==> config.mk <==
export PLATFORM = sky130hd
export DESIGN_NAME = pulse_peak_rate_averager_unit
export DESIGN_NICKNAME = d
export VERILOG_FILES = /design/src/rtl/ppra_pkg.sv /design/src/rtl/ppra_div.sv /design/src/rtl/pulse_peak_rate_averager_unit.sv
export VERILOG_INCLUDE_DIRS = /design/src /design/src/rtl
export SDC_FILE = /design/constraint.sdc
export NUM_CORES = 1
export LEC_CHECK = 0
export BUFFER_PORTS_ARGS = -buffer_cell sky130_fd_sc_hd__clkbuf_2
export CAP_MARGIN = 20
export CORE_ASPECT_RATIO = 1.2
export CORE_MARGIN = 10
export CORE_UTILIZATION = 53
export DETAILED_ROUTE_END_ITERATION = 12
export PLACE_DENSITY = 0.72
export SYNTH_ARGS = -nofsm -noshare
export SYNTH_HDL_FRONTEND = slang
export SYNTH_SLANG_ARGS = --single-unit
==> constraint.sdc <==
create_clock -name clk -period 6.1 [get_ports clk]
set_clock_uncertainty 0.15 [all_clocks]
set_input_delay 0.305 -clock clk [delete_from_list [all_inputs] [get_ports clk]]
set_output_delay 0.305 -clock clk [all_outputs]
set_load 0.05 [all_outputs]
==> src/rtl/pulse_peak_rate_averager_unit_assert.svh <==
// Assertion macros for the pulse peak rate averager.
// Used by the top level; the assertion bodies expect signals clk and rst in scope.
`ifndef PULSE_PEAK_RATE_AVERAGER_UNIT_ASSERT_SVH
`define PULSE_PEAK_RATE_AVERAGER_UNIT_ASSERT_SVH

`ifndef ASSERT_OFF
`define PPRA_ASSERT(lbl, prop) \
  lbl: assert property (@(posedge clk) disable iff (rst) (prop)) \
    else $error("ppra assertion failed");
`define PPRA_NEVER(lbl, expr) \
  lbl: assert property (@(posedge clk) disable iff (rst) !(expr)) \
    else $error("ppra forbidden condition");
`else
`define PPRA_ASSERT(lbl, prop)
`define PPRA_NEVER(lbl, expr)
`endif

`endif

==> src/rtl/ppra_pkg.sv <==
// Shared constants for the pulse peak rate averager.
// No dependencies; imported by the divider and the top level.
package ppra_pkg;

  localparam int AVG_DEPTH = 10;
  localparam int IDX_W     = (AVG_DEPTH > 1) ? $clog2(AVG_DEPTH) : 1;
  localparam int FILL_W    = $clog2(AVG_DEPTH + 1);
  localparam int SUM_W     = 16 + FILL_W;

  localparam int DIV_NUM_W = 24;
  localparam int DIV_DEN_W = 16;
  localparam int DIV_CNT_W = $clog2(DIV_NUM_W);

  localparam logic [DIV_NUM_W-1:0] RATE_NUM_Q8 = 24'd15360000;
  localparam logic [15:0]          RATE_MAX    = 16'hFFFF;

  localparam int ADDR_W = 4;

  localparam logic [1:0] REG_AMP_LOW = 2'd0;
  localparam logic [1:0] REG_AMP_HIGH = 2'd1;
  localparam logic [1:0] REG_MIN_IVL = 2'd2;
  localparam logic [1:0] REG_MAX_IVL = 2'd3;

  localparam logic [18:0] AMP_LOW_RST  = 19'd50000;
  localparam logic [18:0] AMP_HIGH_RST = 19'd300000;
  localparam logic [15:0] MIN_IVL_RST  = 16'd300;
  localparam logic [15:0] MAX_IVL_RST  = 16'd1500;

endpackage

==> src/rtl/ppra_div.sv <==
// Restoring unsigned divider, one quotient bit per cycle.
// Depends on ppra_pkg for operand widths.
module ppra_div import ppra_pkg::*; (
  input  logic                 clk,
  input  logic                 rst,
  input  logic                 start,
  input  logic [DIV_NUM_W-1:0] num,
  input  logic [DIV_DEN_W-1:0] den,
  output logic                 done,
  output logic [DIV_NUM_W-1:0] quot
);

  logic                 busy;
  logic [DIV_CNT_W-1:0] cnt;
  logic [DIV_DEN_W-1:0] rem;
  logic [DIV_DEN_W-1:0] dvs;
  logic [DIV_DEN_W:0]   rem_sh;
  logic [DIV_DEN_W:0]   rem_sub;
  logic                 ge;

  assign rem_sh  = {rem, quot[DIV_NUM_W-1]};
  assign ge      = rem_sh >= {1'b0, dvs};
  assign rem_sub = rem_sh - {1'b0, dvs};

  always_ff @(posedge clk) begin
    if (rst) begin
      busy <= 1'b0;
      done <= 1'b0;
      cnt  <= '0;
    end else begin
      done <= 1'b0;
      if (start) begin
        busy <= 1'b1;
        cnt  <= '0;
        rem  <= '0;
        dvs  <= den;
        quot <= num;
      end else if (busy) begin
        quot <= {quot[DIV_NUM_W-2:0], ge};
        rem  <= ge ? rem_sub[DIV_DEN_W-1:0] : rem_sh[DIV_DEN_W-1:0];
        cnt  <= cnt + 1'b1;
        if (cnt == DIV_CNT_W'(DIV_NUM_W - 1)) begin
          busy <= 1'b0;
          done <= 1'b1;
        end
      end
    end
  end

endmodule

==> src/rtl/pulse_peak_rate_averager_unit.sv <==
// Pulse peak detector with beat rate averaging over a ring held in block memory.
// Depends on ppra_pkg, ppra_div and pulse_peak_rate_averager_unit_assert.svh.
//
// Input beat: ir_sample and time_ms on in_valid/in_ready. Output beat: beat_found
// and rate_avg_q8 on out_valid/out_ready, exactly one per input beat, in order.
// Registers (APB, 4-byte stride): amp_low, amp_high, min_interval_ms,
// max_interval_ms; write only while the block is idle.
// A sample that does not complete a beat has its result loaded into the output
// register at the same edge that accepts it; in_ready stays high, so such
// samples stream at one per cycle while the receiver keeps up.
// A sample that completes a beat runs the shared 24-step divider twice (rate,
// then average) and reads one ring entry per cycle to sum the filled entries
// of the 10-entry ring.
// When the receiver stalls, one more sample is taken and its result is parked;
// in_ready then drops until the output register frees up.
// Reset (synchronous) restores register defaults, clears peak state, ring
// pointer, fill count and the held average; ring contents are not cleared and
// are only read once written.
`include "pulse_peak_rate_averager_unit_assert.svh"

module pulse_peak_rate_averager_unit import ppra_pkg::*; (
  input  logic              clk,
  input  logic              rst,
  input  logic              in_valid,
  output logic              in_ready,
  input  logic [17:0]       ir_sample,
  input  logic [31:0]       time_ms,
  output logic              out_valid,
  input  logic              out_ready,
  output logic              beat_found,
  output logic [15:0]       rate_avg_q8,
  input  logic              psel,
  input  logic              penable,
  input  logic              pwrite,
  input  logic [ADDR_W-1:0] paddr,
  input  logic [31:0]       pwdata,
  output logic [31:0]       prdata,
  output logic              pready
);

  typedef enum logic [2:0] {S_IDLE, S_RATE, S_SUM, S_AVG, S_DONE} state_t;

  state_t state;

  logic [18:0] amp_low;
  logic [18:0] amp_high;
  logic [15:0] min_ivl;
  logic [15:0] max_ivl;

  logic [17:0]       prev_amp;
  logic              falling;
  logic [31:0]       last_peak;
  logic [IDX_W-1:0]  wr_ptr;
  logic [FILL_W-1:0] fill;
  logic [15:0]       avg_hold;
  logic              pend_beat;

  logic [15:0]       ring [AVG_DEPTH];
  logic [15:0]       rd_data;
  logic [IDX_W-1:0]  rd_idx;
  logic              issuing;
  logic              rd_vld;
  logic              rd_last;
  logic [SUM_W-1:0]  sum;
  logic [SUM_W-1:0]  sum_next;

  logic              accept;
  logic              out_free;
  logic              in_win;
  logic              rise;
  logic              drop;
  logic [31:0]       interval;
  logic              ivl_ok;
  logic              peak_beat;
  logic              idx_last;
  logic              ring_we;
  logic [15:0]       rate_sat;

  logic                 div_start;
  logic [DIV_NUM_W-1:0] div_num;
  logic [DIV_DEN_W-1:0] div_den;
  logic                 div_done;
  logic [DIV_NUM_W-1:0] div_quot;

  // configuration port
  assign pready = 1'b1;

  always_ff @(posedge clk) begin
    if (rst) begin
      amp_low  <= AMP_LOW_RST;
      amp_high <= AMP_HIGH_RST;
      min_ivl  <= MIN_IVL_RST;
      max_ivl  <= MAX_IVL_RST;
    end else if (psel && penable && pwrite && pready) begin
      case (paddr[3:2])
        REG_AMP_LOW:  amp_low  <= pwdata[18:0];
        REG_AMP_HIGH: amp_high <= pwdata[18:0];
        REG_MIN_IVL:  min_ivl  <= pwdata[15:0];
        REG_MAX_IVL:  max_ivl  <= pwdata[15:0];
        default: ;
      endcase
    end
  end

  always_comb begin
    case (paddr[3:2])
      REG_AMP_LOW:  prdata = 32'(amp_low);
      REG_AMP_HIGH: prdata = 32'(amp_high);
      REG_MIN_IVL:  prdata = 32'(min_ivl);
      REG_MAX_IVL:  prdata = 32'(max_ivl);
      default:      prdata = '0;
    endcase
  end

  // peak detection on the incoming sample
  assign in_ready  = (state == S_IDLE) && !rst;
  assign accept    = in_valid && in_ready;
  assign out_free  = !out_valid || out_ready;
  assign in_win    = ({1'b0, ir_sample} > amp_low) && ({1'b0, ir_sample} < amp_high);
  assign rise      = ir_sample > prev_amp;
  assign drop      = (ir_sample < prev_amp) && !falling;
  assign interval  = time_ms - last_peak;
  assign ivl_ok    = (interval > 32'(min_ivl)) && (interval < 32'(max_ivl));
  assign peak_beat = in_win && !rise && drop && ivl_ok;

  assign rate_sat  = (div_quot[DIV_NUM_W-1:16] != '0) ? RATE_MAX : div_quot[15:0];
  assign ring_we   = (state == S_RATE) && div_done;
  assign idx_last  = ((FILL_W + 1)'(rd_idx) + 1'b1) == (FILL_W + 1)'(fill);
  assign sum_next  = sum + SUM_W'(rd_data);

  assign div_start = (accept && peak_beat) || ((state == S_SUM) && rd_vld && rd_last);
  assign div_num   = (state == S_IDLE) ? RATE_NUM_Q8 : DIV_NUM_W'(sum_next);
  assign div_den   = (state == S_IDLE) ? interval[DIV_DEN_W-1:0] : DIV_DEN_W'(fill);

  ppra_div u_div (
    .clk   (clk),
    .rst   (rst),
    .start (div_start),
    .num   (div_num),
    .den   (div_den),
    .done  (div_done),
    .quot  (div_quot)
  );

  // rate ring
  always_ff @(posedge clk) begin
    if (ring_we) begin
      ring[wr_ptr] <= rate_sat;
    end
    if (issuing) begin
      rd_data <= ring[rd_idx];
    end
  end

  always_ff @(posedge clk) begin
    if (rst) begin
      state     <= S_IDLE;
      prev_amp  <= '0;
      falling   <= 1'b0;
      last_peak <= '0;
      wr_ptr    <= '0;
      fill      <= '0;
      avg_hold  <= '0;
      pend_beat <= 1'b0;
      out_valid <= 1'b0;
      issuing   <= 1'b0;
      rd_vld    <= 1'b0;
      rd_last   <= 1'b0;
      rd_idx    <= '0;
    end else begin
      if (out_valid && out_ready) begin
        out_valid <= 1'b0;
      end
      rd_vld  <= issuing;
      rd_last <= issuing && idx_last;
      case (state)
        S_IDLE: begin
          if (accept) begin
            prev_amp <= ir_sample;
            if (in_win) begin
              if (rise) begin
                falling <= 1'b0;
              end else if (drop) begin
                last_peak <= time_ms;
                falling   <= 1'b1;
              end
            end
            if (peak_beat) begin
              state <= S_RATE;
            end else if (out_free) begin
              out_valid   <= 1'b1;
              beat_found  <= 1'b0;
              rate_avg_q8 <= avg_hold;
            end else begin
              pend_beat <= 1'b0;
              state     <= S_DONE;
            end
          end
        end
        S_RATE: begin
          if (div_done) begin
            wr_ptr  <= (wr_ptr == IDX_W'(AVG_DEPTH - 1)) ? '0 : wr_ptr + 1'b1;
            if (fill != FILL_W'(AVG_DEPTH)) begin
              fill <= fill + 1'b1;
            end
            sum     <= '0;
            rd_idx  <= '0;
            issuing <= 1'b1;
            state   <= S_SUM;
          end
        end
        S_SUM: begin
          if (issuing) begin
            if (idx_last) begin
              issuing <= 1'b0;
            end else begin
              rd_idx <= rd_idx + 1'b1;
            end
          end
          if (rd_vld) begin
            sum <= sum_next;
            if (rd_last) begin
              state <= S_AVG;
            end
          end
        end
        S_AVG: begin
          if (div_done) begin
            avg_hold  <= div_quot[15:0];
            pend_beat <= 1'b1;
            state     <= S_DONE;
          end
        end
        S_DONE: begin
          if (out_free) begin
            out_valid   <= 1'b1;
            beat_found  <= pend_beat;
            rate_avg_q8 <= avg_hold;
            state       <= S_IDLE;
          end
        end
        default: state <= S_IDLE;
      endcase
    end
  end

  `PPRA_NEVER(a_fill_bound, fill > FILL_W'(AVG_DEPTH))
  `PPRA_ASSERT(a_div_done_state, div_done |-> (state == S_RATE || state == S_AVG))
  `PPRA_ASSERT(a_read_in_sum, issuing |-> state == S_SUM)
  `PPRA_ASSERT(a_stall_blocks, (accept && out_valid && !out_ready) |=> !in_ready)
  `PPRA_ASSERT(a_beat_rate_nonzero, (out_valid && beat_found) |-> rate_avg_q8 != 16'd0)

endmodule
Yosys cells after proc, flatten, opt, wreduce, memory -nomap -nowiden
Memories as Yosys holds them, arrays and structs flattened. A register that Yosys moved wholly into a read port is not among the register bits.
Cells that the tools add are included.
Widths: inputs -> output; s select.
- output and inout bits: 52
- RAM bits: 160
- memories kept: 1
- word-level logic and storage cells: 175
- bits in registers: 257
- bits of input ports: 93
- memory list (memory ; depth ; width ; rd ports ; clocked after Yosys merged registers in ; write ports ; line ; RTL):
    ring ; 10 ; 16 ; 1 ; 1 ; 1 ; pulse_peak_rate_averager_unit.sv:58 ; logic [15:0] ring [AVG_DEPTH];
- equal/unequal tests: 23
- bitwise operators: 3
- magnitude comparators: 7
- reduce and logical (&&, ||, !) cells: 51
- add/sub/neg operators: 8
- mux-type cells: 55
- operators by type and width (operator ; number):
    $pmux 32 s4 ; 1
    $mux 16 ; 6
    $mux 24 ; 3
    $mux 20 ; 2
    $pmux 20 s2 ; 1
    $gt 32x16->1 ; 1
    $lt 32x16->1 ; 1
    $pmux 16 s2 ; 1
    $sub 32x32->32 ; 1
    $mux 3 ; 8
    $mux 1 ; 22
    $add 20x16->20 ; 1
    $mux 4 ; 5
    $reduce_and 2->1 ; 10
    $gt 18x19->1 ; 1
    $lt 18x19->1 ; 1
    $gt 18x18->1 ; 1
    $lt 18x18->1 ; 1
    $ne 2x2->1 const B ; 9
    $ge 17x16->1 ; 1
    $logic_and 1x1->1 ; 16
    $reduce_and 4->1 ; 4
    $sub 16x16->16 ; 1
    $pmux 3 s5 ; 1
    other kinds (29) ; 48

Longest topological paths before layout
- depth after elaboration: 9
- depth in mapped cells: 21
- gate-level depth less buffers: 20

Modules after synthesis
From an unflattened synthesis, not the netlist that was laid out.
- cells, all modules: 2173
- area, all modules: 23022.1 um2
- modules (own cells, without submodules) (module ; seq. area each (um2) ; cells an instance ; times used ; area each (um2)):
    pulse_peak_rate_averager_unit ; 9539.1 ; 1886 ; 1 ; 19525.0
    ppra_div ; 1821.7 ; 287 ; 1 ; 3497.1

Worst setup path after synthesis
OpenSTA, ideal clock, no wires.
- path kind: input to register
- from: in time_ms[0]
- to: reg u_div.quot[0] (enable)
- setup slack: -17 ps
- arrival: 5567 ps
- setup time: 400 ps
- buffers on the path: 1
- cell stages on the path: 20
- required time: 5550 ps
- path through: inv_1 ha_1 fa_1 nor2b_1 o31ai_1 a21oi_1 a31oi_1 o221a_2 xnor2_1 ha_1 and4_1 a222oi_1 o21ai_1 or4_1 or4_4 nor4_4 nand4_2 o21ai_2 buf_6 o21a_1
- cells in the longest elaborated chain, start to end: 8
- elaborated cells between the ends (all ways): 9
- those cells by class: add/sub: 1; order compare: 2; reduce/logical: 6
- RTL lines (element ; line ; RTL):
    start, declared ; pulse_peak_rate_averager_unit.sv:27 ; input logic [31:0] time_ms,
    $sub 32x32->32 * ; pulse_peak_rate_averager_unit.sv:122 ; assign interval = time_ms - last_peak;
    via interval[14] ; pulse_peak_rate_averager_unit.sv:72 ; logic [31:0] interval;
    $gt 32x16->1 or $lt 32x16->1 (tied branches) ; pulse_peak_rate_averager_unit.sv:123 ; assign ivl_ok = (interval > 32'(min_ivl)) && (interval < 32'(max_ivl));
    $logic_and 1x1->1 * ; pulse_peak_rate_averager_unit.sv:123 ;
    $logic_and 1x1->1 * ; pulse_peak_rate_averager_unit.sv:124 ; assign peak_beat = in_win && !rise && drop && ivl_ok;
    $logic_and 1x1->1 * ; pulse_peak_rate_averager_unit.sv:131 ; assign div_start = (accept && peak_beat) || ((state == S_SUM) && rd_vld && rd_last);
    $logic_or 1x1->1 * ; pulse_peak_rate_averager_unit.sv:131 ;
    $reduce_bool 2->1 (no line) * ; n/a ;
    $reduce_and 2->1 (no line) * ; n/a ;
    end signal, assigned ; ppra_div.sv:37 ; quot <= num;
    end signal, assigned ; ppra_div.sv:39 ; quot <= {quot[DIV_NUM_W-2:0], ge};
    end, declared ; ppra_div.sv:10 ; output logic [DIV_NUM_W-1:0] quot
Mark *: on every way through the listed nets, which the timed path passes. The rest lies on a longest branch.
A chain may end at the register's enable or synchronous reset.

Final worst setup path
- from: in time_ms[4]
- to: reg u_div.quot[13] (enable)
The elaborated chain is that of the path after synthesis.

==> flow_metrics.env <==
export IMPL_outcome="finished clean"
export IMPL_portBuffers=115
export IMPL_cts_tree="yes"
export IMPL_cts_sinks=433
export IMPL_place_gp_congestion=0.889
export IMPL_grt_pass1_wl_mm=89.9
export IMPL_cp_required_ns=6.19
export IMPL_antenna_found_initial=3
export IMPL_timing_max_cap_violations=0
export IMPL_die_area_mm2=0.0512
export IMPL_critical_path_max_fanout=24
export IMPL_clkLatencyLatePin_ns=0.59
export IMPL_cts_clk_slew_worst_paths_ns=0.06
export IMPL_track_usage_pct=21.7
export IMPL_synth_seq_cells=433
export IMPL_power_frac_comb_pct=10.0
export IMPL_top_layer="met5"
export IMPL_drtIter0Drc=1175
export IMPL_endpoint_kind="flip-flop"
export IMPL_clock_path_buffers=3
export IMPL_yosys_area_top_type="edfxtp_1"
export IMPL_pwr_share_seq_pct=47.3
export IMPL_drt_wl_total_mm=57.3
export IMPL_grt_ovfl_total=0
export IMPL_async_flop_share_pct=0
export IMPL_period_share_pct=95.2
export IMPL_finalSetupViolCount=0
export IMPL_fmax_mhz=172
export IMPL_p_leak_nw=10.1
export IMPL_worst_pin_slew_ns=1.09
export IMPL_ir_worst_vdd_v=0.000461
export IMPL_place_hpwl_mm=40.5
export IMPL_switching_share_pct=23.6
export IMPL_cts_inserted_buffers=44
export IMPL_syn_to_final_growth_pct=14.7
export IMPL_fin_cells=2860
export IMPL_wl_met2_mm=29.5
export IMPL_design_core_area_mm2=0.0420
export IMPL_drive_gt1_share_pct=13.2
export IMPL_crit_slowest_cell="dlygate4sd3_1"
export IMPL_cp_arrival_ns=5.90
export IMPL_worstSetupPathType="in -> reg"
export IMPL_worstPathCellList="dlygate4sd3_1 > clkbuf_2 > ha_1 > o211ai_1 > a21o_1 > a21o_1 > o41ai_1 > buf_4 > xor2_1 > ha_1 > and4_1 > a222oi_1 > o21ai_1 > or4_1 > or4_4 > nor4_4 > nand4_2 > o21ai_2 > o21a_2 > buf_4"
export IMPL_drt_antenna_violating_nets=0
export IMPL_grt_max_degree=87
export IMPL_avgSynthCellArea_um2=10.6
export IMPL_syn_area_mm2=0.0226
export IMPL_finalCriticalPeriod_ns=5.81
export IMPL_synthFlopType="edfxtp_1"
export IMPL_rows=82
export IMPL_critPathTopFamily="simple AND/OR/NAND/NOR gates"
export IMPL_p_per_area_mw_per_mm2=255
export IMPL_start_util_pct=53.8
export IMPL_p_total_w=0.00659
export IMPL_dpl_cell_area_mm2=0.0237
export IMPL_viasPerCell=5.85
export IMPL_htree_levels=2
export IMPL_finalInstanceArea_mm2=0.0259
export IMPL_ys_top_cells_by_count="edfxtp_1 (269), nand2_1 (234), a21oi_1 (170)"
export IMPL_yosys_warnings=0
export IMPL_slew_viol_final=0
export IMPL_slowest_delay_ns=0.55
export IMPL_dpl_cell_count=2707
export IMPL_ys_seq_area_share_pct=50.4
export IMPL_synth_top_area_share_pct=35.8
export IMPL_met1_length_mm=22.6
export IMPL_tns_ns=0
export IMPL_yosysUniqueCellTypes=74
export IMPL_clkPwrFrac_pct=42.7
export IMPL_cp_start_kind="primary input"
export IMPL_critPathBufInv=4
export IMPL_intPower_w=0.00504
export IMPL_dr_wl_met3_mm=3.03
export IMPL_die_w_um=208
export IMPL_synth_edff_count=269
export IMPL_syn_inst=2121
export IMPL_hold_viol=0
export IMPL_post_cts_buffers=0
export IMPL_hp_class="in -> reg"
export IMPL_die_y_um=246
export IMPL_cts_root_buffer="clkbuf_16"
export IMPL_ioPinCount=145
export IMPL_wire_per_inst_um=20.0
export IMPL_firstDrtPassIters=5
export IMPL_power_switching_w=0.00156
export IMPL_drc=0
export IMPL_utilization_pct=61.7
export IMPL_synth_area_top_cells="edfxtp_1 (36%), dfxtp_1 (15%), ha_1 (8.4%)"
export IMPL_grt_pass1_vias=16800
export IMPL_rsz0062_at_grt="false"
export IMPL_fin_nets=2523
export IMPL_slew_headroom_pct=27.3
export IMPL_synth_most_common_cell="edfxtp_1"
export IMPL_dr_total_vias=16700
flip-flops by register name, indices dropped and copies added (netlist names), 5 cells and up:
| name | flops |
|---|---|
| u_div.rem | 16 |
| prev_amp | 18 |
| u_div.dvs | 16 |
| rate_avg_q8 | 16 |
| avg_hold | 16 |
| u_div.quot | 24 |
| last_peak | 32 |
| u_div.cnt | 5 |
| amp_low | 19 |
| max_ivl | 16 |
| min_ivl | 16 |
| sum | 20 |
| ring | 160 |
| amp_high | 19 |
| rd_data | 16 |
tightest hold or removal path: cells and delay by family:
kind            cells  cell delay, ns
simple gates        1            0.21
buf+inv             1            0.12
compound gates      1            0.11
per-layer routing:
layer / vias up / track usage [%]
met5: - / 0
met4: 2 / 9.00
met3: 130 / 3.53
met2: 473 / 38.7
met1: 8129 / 25.4
li1: 7991 / -
power groups by stage:
| stage | registers (W) | clock network (W) | logic, W |
|---|---|---|---|
| 6_report | 0.00312 | 0.00281 | 0.000660 |
| 5_1_grt | 0.00312 | 0.00297 | 0.000722 |
| 4_1_cts | 0.00312 | 0.00287 | 0.000650 |
| 3_5_place_dp | 0.00318 | 0 | 0.000609 |
| 3_3_place_gp | 0.00318 | 0 | 0.000596 |
| 2_1_floorplan | 0.00319 | 0 | 0.000419 |
kinds of logic after synthesis:
| kind of cell | after synthesis | synth area share (%) |
|---|---|---|
| buf+inv | 286 | 5.10 |
| flops | 433 | 50.4 |
| fa+ha+maj | 154 | 8.64 |
| compound gates | 441 | 12.4 |
| simple gates | 625 | 13.1 |
| mux | 118 | 7.91 |
| other cells | 2 | 0.0333 |
| xor+xnor | 62 | 2.41 |
final cells by class:
type | instances | area (µm²)
Inverter | 169 | 634
Antenna cell | 3 | 7.51
Fill cell | 3362 | 16100
Timing Repair Buffer | 214 | 1500
Multi-Input combinational cell | 1414 | 10200
Sequential cell | 433 | 11400
Clock inverter | 15 | 262
Tap cell | 546 | 683
Clock buffer | 66 | 1250
cells in the final DEF (no fill, tap or decap), drive strengths merged, types with 15 or more instances in the layout:
| cell type | count |
|---|---|
| a21o | 31 |
| o211ai | 33 |
| o22ai | 16 |
| ha | 151 |
| a21oi | 170 |
| o21a | 15 |
| dlygate4sd3 | 69 |
| nand4 | 35 |
| o31ai | 22 |
| mux2i | 68 |
| clkbuf | 180 |
| mux4 | 48 |
| nand2 | 234 |
| nor2 | 142 |
| xor2 | 28 |
| dfxtp | 164 |
| nand2b | 15 |
| nor3 | 32 |
| and3 | 19 |
| nor2b | 37 |
| edfxtp | 269 |
| nand3 | 42 |
| o21ai | 56 |
| a211oi | 32 |
| xnor2 | 34 |
| buf | 31 |
| inv | 170 |
through the flow:
step	hold slack [ns]	setup slack [ns]
floorplan	0.258	0.382
global placement	0.265	0.302
detailed placement	0.268	0.144
CTS	0.0209	0.195
global route	0.0965	0.00586
finish	0.0679	0.292
timing repair:
action | 4_1_cts | 5_1_grt
endpoints found under the hold margin | 120 | 0
resized for setup | 0 | 3
hold buffers | 69 | 0
setup endpoints to repair | 0 | 65
worst paths after layout:
| path | end | cells past startpoint | slack, ns | from |
|---|---|---|---|---|
| setup / recovery | u_div.quot[13] | 20 | 0.29 | time_ms[4] |
| hold / removal | out_valid | 3 | 0.07 | out_ready |
| setup reg to reg | u_div.quot[13] | 19 | 0.35 | last_peak[4] |
| hold reg to reg | rate_avg_q8[3] | 0 | 0.28 | avg_hold[3] |
No activity file was read; power rests on OpenSTA's default activity.
